**config.mk**
```make
export PLATFORM = sky130hd
export DESIGN_NAME = pct_front
export DESIGN_NICKNAME = d
export VERILOG_FILES = /design/src/sv/pct_pkg.sv /design/src/sv/pct_front.sv
export SDC_FILE = /design/constraint.sdc
export NUM_CORES = 2
export LEC_CHECK = 0
export ABC_AREA = 1
export BUFFER_PORTS_ARGS = -buffer_cell sky130_fd_sc_hd__buf_2
export CAP_MARGIN = 10
export CORE_MARGIN = 4
export CORE_UTILIZATION = 50
export DETAILED_ROUTE_END_ITERATION = 10
export PLACE_DENSITY = 0.66
export SYNTH_ARGS = -nofsm -noshare
export SYNTH_HDL_FRONTEND = slang
export SYNTH_SLANG_ARGS = --single-unit
export TNS_END_PERCENT = 20
```
**constraint.sdc**
```tcl
create_clock -name clock -period 7.93 [get_ports clock]
set_clock_uncertainty 0.05 [all_clocks]
set_input_delay 0.3965 -clock clock [delete_from_list [all_inputs] [get_ports clock]]
set_output_delay 0.3965 -clock clock [all_outputs]
set_load 0.1 [all_outputs]
```
**src/sv/pct_pkg.sv**
```systemverilog
`timescale 1ns / 1ps
package pct_pkg;

   localparam int COORD_BITS_DEF = 16;
   localparam int FIELD_BITS     = 48;
   localparam int RAD_BITS       = 15;
   localparam int OP_BITS        = 3;
   localparam int LW             = 40;   // working width of the clamp helper
   localparam int T_BITS         = 17;   // Q0.16 plus the value one
   localparam int DIV_STAGES     = 8;
   localparam int DIV_STEPS      = 2;    // quotient bits per stage
   localparam int FRONT_LAT      = 4;
   localparam int CS_LAT         = 3 + DIV_STAGES + 4;
   localparam int RSP_LAT        = CS_LAT + 1;

   typedef enum logic [OP_BITS-1:0] {
      OP_SPH_SPH = 3'd0,
      OP_BOX_BOX = 3'd1,
      OP_SPH_BOX = 3'd2,
      OP_CAP_BOX = 3'd3,
      OP_CAP_SPH = 3'd4
   } op_type;

   // lo checked first, then hi
   function automatic logic signed [LW-1:0] clampw(input logic signed [LW-1:0] n,
                                                   input logic signed [LW-1:0] lo,
                                                   input logic signed [LW-1:0] hi);
      logic signed [LW-1:0] r;
      if (n < lo) r = lo;
      else if (n > hi) r = hi;
      else r = n;
      return r;
   endfunction

endpackage

```
**src/sv/pct_front.sv**
```systemverilog
`timescale 1ns / 1ps
module pct_front import pct_pkg::*; #(
   parameter int CB = COORD_BITS_DEF
) (
   input  logic                  clock,
   input  logic [OP_BITS-1:0]    op,
   input  logic [FIELD_BITS-1:0] a_first,
   input  logic [FIELD_BITS-1:0] a_second,
   input  logic [FIELD_BITS-1:0] b_first,
   input  logic [FIELD_BITS-1:0] b_second,
   input  logic [RAD_BITS-1:0]   a_radius,
   input  logic [RAD_BITS-1:0]   b_radius,
   output logic                  hit
);
   localparam int PW = (3*CB > FIELD_BITS) ? 3*CB : FIELD_BITS;
   localparam int DW = CB + 3;
   localparam int SW = 2*DW;
   localparam int RW = RAD_BITS + 1;

   logic [PW-1:0] pa1, pa2, pb1, pb2;
   logic signed [CB-1:0] a1 [3];
   logic signed [CB-1:0] a2 [3];
   logic signed [CB-1:0] b1 [3];
   logic signed [CB-1:0] b2 [3];

   assign pa1 = PW'(a_first);
   assign pa2 = PW'(a_second);
   assign pb1 = PW'(b_first);
   assign pb2 = PW'(b_second);

   for (genvar i = 0; i < 3; i++) begin : g_lane
      assign a1[i] = $signed(pa1[i*CB +: CB]);
      assign a2[i] = $signed(pa2[i*CB +: CB]);
      assign b1[i] = $signed(pb1[i*CB +: CB]);
      assign b2[i] = $signed(pb2[i*CB +: CB]);
   end

   // stage A: clamps, box overlap, radius selection
   logic [OP_BITS-1:0]     op_a_ff;
   logic [RW-1:0]          r_a_ff, r_a_in;
   logic                   box_a_ff, box_a_in;
   logic signed [CB:0]     ld_a_ff [3];
   logic signed [CB-1:0]   q_a_ff  [3];
   logic signed [CB-1:0]   a1_a_ff [3];
   logic signed [CB:0]     py2_a_ff, ly2_a_ff, hy2_a_ff;
   logic signed [CB:0]     py2_a_in, ymin2, ymax2;

   always_comb begin
      box_a_in = 1'b1;
      for (int i = 0; i < 3; i++) begin
         if (a2[i] < b1[i] || a1[i] > b2[i]) box_a_in = 1'b0;
      end
      ymin2 = (a1[1] < a2[1]) ? {a1[1], 1'b0} : {a2[1], 1'b0};
      ymax2 = (a1[1] < a2[1]) ? {a2[1], 1'b0} : {a1[1], 1'b0};
      py2_a_in = (CB+1)'(clampw(LW'((CB+1)'(b1[1]) + (CB+1)'(b2[1])),
                                LW'(ymin2), LW'(ymax2)));
      unique case (op)
         OP_SPH_SPH: r_a_in = RW'(a_radius) + RW'(b_radius);
         OP_SPH_BOX: r_a_in = RW'(a_radius);
         OP_CAP_BOX: r_a_in = {a_radius, 1'b0};
         default:    r_a_in = '0;
      endcase
   end

   always_ff @(posedge clock) begin
      op_a_ff  <= op;
      r_a_ff   <= r_a_in;
      box_a_ff <= box_a_in;
      py2_a_ff <= py2_a_in;
      ly2_a_ff <= {b1[1], 1'b0};
      hy2_a_ff <= {b2[1], 1'b0};
      for (int i = 0; i < 3; i++) begin
         ld_a_ff[i] <= (CB+1)'(a1[i]) - (CB+1)'(b1[i]);
         q_a_ff[i]  <= CB'(clampw(LW'(a1[i]), LW'(b1[i]), LW'(b2[i])));
         a1_a_ff[i] <= a1[i];
      end
   end

   // stage B: per-lane offsets, scaled so that each test is sum d^2 <= r^2
   logic [OP_BITS-1:0]   op_b_ff;
   logic [RW-1:0]        r_b_ff;
   logic                 box_b_ff;
   logic signed [DW-1:0] d_b_ff [3];
   logic signed [DW-1:0] d_b_in [3];
   logic signed [DW-1:0] qd [3];
   logic signed [CB:0]   qy2;

   always_comb begin
      qy2 = (CB+1)'(clampw(LW'(py2_a_ff), LW'(ly2_a_ff), LW'(hy2_a_ff)));
      for (int i = 0; i < 3; i++) begin
         qd[i] = DW'(a1_a_ff[i]) - DW'(q_a_ff[i]);
      end
      unique case (op_a_ff)
         OP_SPH_SPH: begin
            for (int i = 0; i < 3; i++) d_b_in[i] = DW'(ld_a_ff[i]);
         end
         OP_SPH_BOX: begin
            for (int i = 0; i < 3; i++) d_b_in[i] = qd[i];
         end
         OP_CAP_BOX: begin
            d_b_in[0] = qd[0] <<< 1;
            d_b_in[1] = DW'(py2_a_ff) - DW'(qy2);
            d_b_in[2] = qd[2] <<< 1;
         end
         default: begin
            for (int i = 0; i < 3; i++) d_b_in[i] = '0;
         end
      endcase
   end

   always_ff @(posedge clock) begin
      op_b_ff  <= op_a_ff;
      r_b_ff   <= r_a_ff;
      box_b_ff <= box_a_ff;
      for (int i = 0; i < 3; i++) d_b_ff[i] <= d_b_in[i];
   end

   // stage C: squares
   logic [OP_BITS-1:0] op_c_ff;
   logic               box_c_ff;
   logic [SW-1:0]      sq_c_ff [3];
   logic [2*RW-1:0]    rr_c_ff;

   always_ff @(posedge clock) begin
      op_c_ff  <= op_b_ff;
      box_c_ff <= box_b_ff;
      rr_c_ff  <= r_b_ff * r_b_ff;
      for (int i = 0; i < 3; i++) sq_c_ff[i] <= SW'(d_b_ff[i] * d_b_ff[i]);
   end

   // stage D: sum, compare, select
   logic [SW+1:0] sum_d;
   logic          hit_ff, hit_in;

   always_comb begin
      sum_d = (SW+2)'(sq_c_ff[0]) + (SW+2)'(sq_c_ff[1]) + (SW+2)'(sq_c_ff[2]);
      unique case (op_c_ff)
         OP_SPH_SPH, OP_SPH_BOX, OP_CAP_BOX: hit_in = (sum_d <= (SW+2)'(rr_c_ff));
         OP_BOX_BOX: hit_in = box_c_ff;
         default:    hit_in = 1'b0;
      endcase
   end

   always_ff @(posedge clock) hit_ff <= hit_in;

   assign hit = hit_ff;
endmodule

```
Yosys cells after proc, flatten, opt, wreduce, memory -nomap -nowiden
Memory sizes are Yosys's and may differ from the RTL's.
Cells that the tools add are included.

storage, ports and cells
  RAM bits = 318
  flip-flop bits (word level) = 126
  bits in latches = 0
  output and inout bits = 1
  memories = 5
  bits in read-only memories = 0
  word-level logic and storage cells = 82

memories
  memory   depth  width  rd ports  clocked after Yosys merged registers in  wr ports  RTL line          text
  sq_c_ff  3      38     3         0                                        3         pct_front.sv:121  logic [SW-1:0] sq_c_ff [3];
  d_b_ff   3      19     3         0                                        3         pct_front.sv:83   logic signed [DW-1:0] d_b_ff [3];
  ld_a_ff  3      17     3         0                                        3         pct_front.sv:42   logic signed [CB:0] ld_a_ff [3];
  a1_a_ff  3      16     3         0                                        3         pct_front.sv:44   logic signed [CB-1:0] a1_a_ff [3];
  q_a_ff   3      16     3         0                                        3         pct_front.sv:43   logic signed [CB-1:0] q_a_ff [3];

operators by class
  multiplexer cells = 16
  bitwise gates (word level) = 0
  order comparisons = 18
  reductions and logical operators = 8
  shift-type cells = 0
  eq/ne operators = 7
  divide/modulo/power cells = 0
  $add $sub $neg = 11
  $mul = 4

operator list
  kind                number
  $pmux 57 s3         1
  $mul 19x19->38      3
  $lt 16x16->1        7
  $mux 17             6
  $sub 16x16->17      6
  $gt 16x16->1        6
  $mux 16             6
  $pmux 16 s3         1
  $add 39x38->40      1
  $le 40x32->1        1
  $add 38x38->39      1
  $gt 17x17->1        2
  $lt 17x17->1        2
  $mul 16x16->32      1
  $eq 3x2->1 const B  6
  $sub 17x17->18      1
  $add 16x16->17      1
  $add 15x15->16      1
  $logic_not 3->1     3
  $eq 3x1->1 const B  1
  $logic_or 1x1->1    3
  $reduce_or 3->1     1
  $pmux 1 s2          1
  $reduce_or 2->1     1
  $mux 1              1

Longest topological paths before layout
  depth after elaboration = 5
  gate-level depth with buffers = 34
  mapped depth without buffers = 32

Worst setup path after synthesis
Ideal clock, no wire load.

  path type = reg-to-reg
  from = memory d_b_ff[0][37] (netlist name)
  to = memory sq_c_ff[0][73] (netlist name)
  setup slack = 1403 ps
  data arrival time = 6405 ps
  period minus slack after synthesis = 6527 ps
  library setup time = 72 ps
  data required time = 7808 ps
  stages on the path, launching flop included = 29
  path through = dfxtp_1 clkbuf_1 nand2_1 inv_1 nor2_1 a21oi_1 ha_1 inv_1 o21ai_0 inv_1 fa_1 inv_1 fa_1 inv_1 fa_1 inv_1 fa_1 fa_1 ha_1 ha_1 nand2_1 nor4_1 nand3_1 nand3_1 nand3_1 nand2_1 a31oi_1 o21ai_0 xor2_1

RTL lines
  what         RTL line
  from (decl)  pct_front.sv:83
  to (decl)    pct_front.sv:121

==> summary.txt <==
Status
  – Outcome: finished, final reports clean

STA
  – Period utilization: around 92%
  – Fmax: roughly 140 MHz
  – Setup TNS: 0 ps
  – Rel. slew slack: 22.72%
  – Unrepaired setup endpoints after global routing: false
  – Min Tclk post-route: approximately 7300 ps
  – Final setup vio count: 0
  – Final hold violations: 0
  – Slew Limit Fails: 0
  – Worst Max-Slew Pin Slew: 1158 ps

Layout
  – N_diodes: 0
  – Core Util, Final: 54.82%
  – Fillers: about 12000
  – Area grow syn2layout: 8.975%
  – Share of post-route cells with drive strength above 1: 5.251%
  – Number of nets in the layout: 10601
  – Area occupied by multi-input gates: 50910 um2
  – Commonest non-fill, non-tap cells in the layout: 2044 x inv_1, 1392 x nand2_1, 1146 x fa_1
  – Most common cell after layout, fill and taps aside: inv_1
  – Register area: approximately 8700 um2
  – Layout Cell Area excl Fill: roughly 74000 um2

Drt
  – Via/cell ratio: 5.117
  – Pre-Repair DR Iteration Count: 8
  – DRT Wirelength: between 150000 and 200000 um
  – Vias: about 52000
  – DRC: 0
  – Drt wl/cell: ~17 um
  – ANT nets after route: 0
  – DR iter-0 viols: just over 3000

Setup path
  – Setup CP Type: register to register
  – Crit Path Max Fanout: 21
  – CP peak stage delay: around 1000 ps
  – Delay-heaviest family, CP: adder cells
  – CP Data Required Time: 8420 ps
  – Critical Path Start Type: register
  – Worst-path cell chain: nand2_1 -> inv_1 -> ha_1 -> o21bai_1 -> inv_1 -> fa_1 -> inv_1 -> fa_1 -> inv_1 -> fa_1 -> inv_1 -> fa_1 -> fa_1 -> ha_1 -> ha_1 -> nand2_1 -> nor4_1 -> nand3_1 -> nand3_1 -> nand3_1 -> nand2_1 -> a31oi_1 -> o21ai_0 -> xor2_1
  – Critical Path Slowest Stage Cell: dfxtp_1
  – Buf+Inv Stages, Crit Path: 5
  – Worst setup EP type: register
  – CP arrival: between 7000 and 8000 ps

CTS
  – Max H-tree Level: 2
  – CTS Hold Buffers Added: 113
  – Post-CTS setup buffers: 0
  – CTS tree: yes
  – Clk_lat worst skew: around 630 ps
  – CTS Sinks: 437
  – Clock root buffer: clkbuf_16
  – Bufs on Longest Clock Path: 3
  – Post-CTS sizing: 0
  – Clock-pin transition on the worst setup and hold timing paths: ~70 ps
  – Total CTS buffers: 52

Placement
  – PortBufs: between 200 and 250
  – Global placer's final weighted congestion: 0.9318
  – Hpwl dp: 145800 um
  – Cell Area, Placed: between 70000 and 80000 um2

GRT
  – Vias in the first global route: 55235
  – Total track usage: approximately 24%
  – Grt total ovfl: 0
  – Initial antenna violation count: 4
  – First-pass GRT wire length: between 200000 and 300000 um
  – Largest net degree at the start of global routing: just under 60

Synthesis
  – Seq/Total Area, Yosys: 12.85%
  – Mapped Cells: 8091
  – Synth Warn #: 0
  – Async SR Flop Fraction: 0%
  – Cell taking the most area after synthesis: fa_1
  – Ys flop type: dfxtp_1
  – Cell variety after synth: 66
  – Yosys reg bits: between 400 and 500
  – Post-synthesis cell area: 68060 um2
  – Synthesized area per cell: 8.412 um2
  – Synth top area cells: fa_1 34%, ha_1 16%, dfxtp_1 13%, inv_1 11%, nand2_1 7.7%
  – Post-synth EDFFs: 0
  – Post-synth top area share: between 30% and 40%

Floorplan
  – Die Area: about 140000 um2
  – Core area: roughly 140000 um2
  – Core Rows: roughly 140
  – I/O pin count: between 200 and 250
  – DIE HEIGHT: ~380 um
  – Initial Util: 50.31%
  – Die width: about 380 um

Pwr
  – Cell Pwr Density: ~380 nW/um2
  – Peak VDD IR: about 380 uV
  – Lkg Pwr: roughly 42 nW
  – Final Power: approximately 28 mW

Run
  – Max_cap viols: 0

Worst hold path
  – Hold/Removal Path Class: primary input to register
-- path summary, 6_finish.rpt --
path | start | end | slack (ps) | cells past startpoint
worst max register to register | d_b_ff[0][23] | sq_c_ff[0][75] | 610 | 24
worst max-delay path | d_b_ff[0][23] | sq_c_ff[0][75] | 610 | 24
worst min register to register | r_a_ff[7] | r_b_ff[7] | 270 | 0
worst min-delay path | a_radius[14] | r_a_ff[15] | 50 | 3
-- power by group --
part / switching [mW] / internal [mW]
registers: 0.718 / 2.94
logic: 13.6 / 8.63
clock network: 1.06 / 1.49
-- worst min-delay path, cell delays in order --
cell and delay (ps):
buf_2 110, inv_1 60, o21ai_0 80
-- area by class of cell --
type                            instances  share of cell area [%]
Multi-Input combinational cell       5410                   68.64
Sequential cell                       437                   11.79
Inverter                             2050                   10.37
Timing Repair Buffer                  404                   3.708
Tap cell                             1781                   3.004
Clock buffer                           61                   1.842
Clock inverter                         36                  0.6410
-- kinds of logic (layout without fill, tap and decap cells) --
logic type               after synthesis  after routing  synth area share [%]
other                                  1              3              0.005510
buffers and inverters               2246           2551                 12.43
AND/OR/NAND/NOR                     2023           2023                 12.00
XOR/XNOR                             316            316                 4.066
adder cells (fa/ha/maj)             2020           2020                 49.77
flip-flops                           437            437                 12.85
AO/OA/AOI/OAI                       1048           1048                 8.877
-- state kept, by name, indices dropped and copies added (netlist names), 3 cells and up --
| register | count |
|---|---|
| d_b_ff | 54 |
| op_c_ff | 3 |
| ly2_a_ff | 16 |
| q_a_ff | 48 |
| hy2_a_ff | 16 |
| r_a_ff | 16 |
| py2_a_ff | 17 |
| op_b_ff | 3 |
| r_b_ff | 16 |
| a1_a_ff | 48 |
| rr_c_ff | 31 |
| op_a_ff | 3 |
| ld_a_ff | 51 |
| sq_c_ff | 111 |
-- cell usage after synthesis (26+ instances only) --
library cell and instances:
nand4_1 39, buf_1 34, fa_1 1146, xnor2_1 108
o21ai_0 289, a31oi_1 26, o21bai_1 51, nor3_1 52
nor2_1 300, a211oi_1 31, a21oi_1 452, dfxtp_1 437
nand3_1 187, o221ai_1 34, nand2_1 1392, ha_1 874
xor2_1 208, clkbuf_1 151, inv_1 2044
-- per-layer routing --
metal	up-vias	track usage, %	part of all wire [%]
met5	-	0	0
met4	0	7.339	3.3
met3	297	2.542	4.7
met2	1267	42.06	48
met1	25240	32.79	44
li1	25285	-	-
-- metrics by stage --
step | cells | hold WS, ps | setup WS (ps)
finish | 10179 | 54.17 | 614.8
global route | 10179 | 49.58 | 261.8
CTS | 10179 | 6.951 | 685.4
detailed placement | 9969 | 262.1 | 740.4
global placement | 9969 | 261.7 | 908.6
floorplan | 8093 | 259.6 | 1403
No activity file was read; power rests on OpenSTA's default activity.
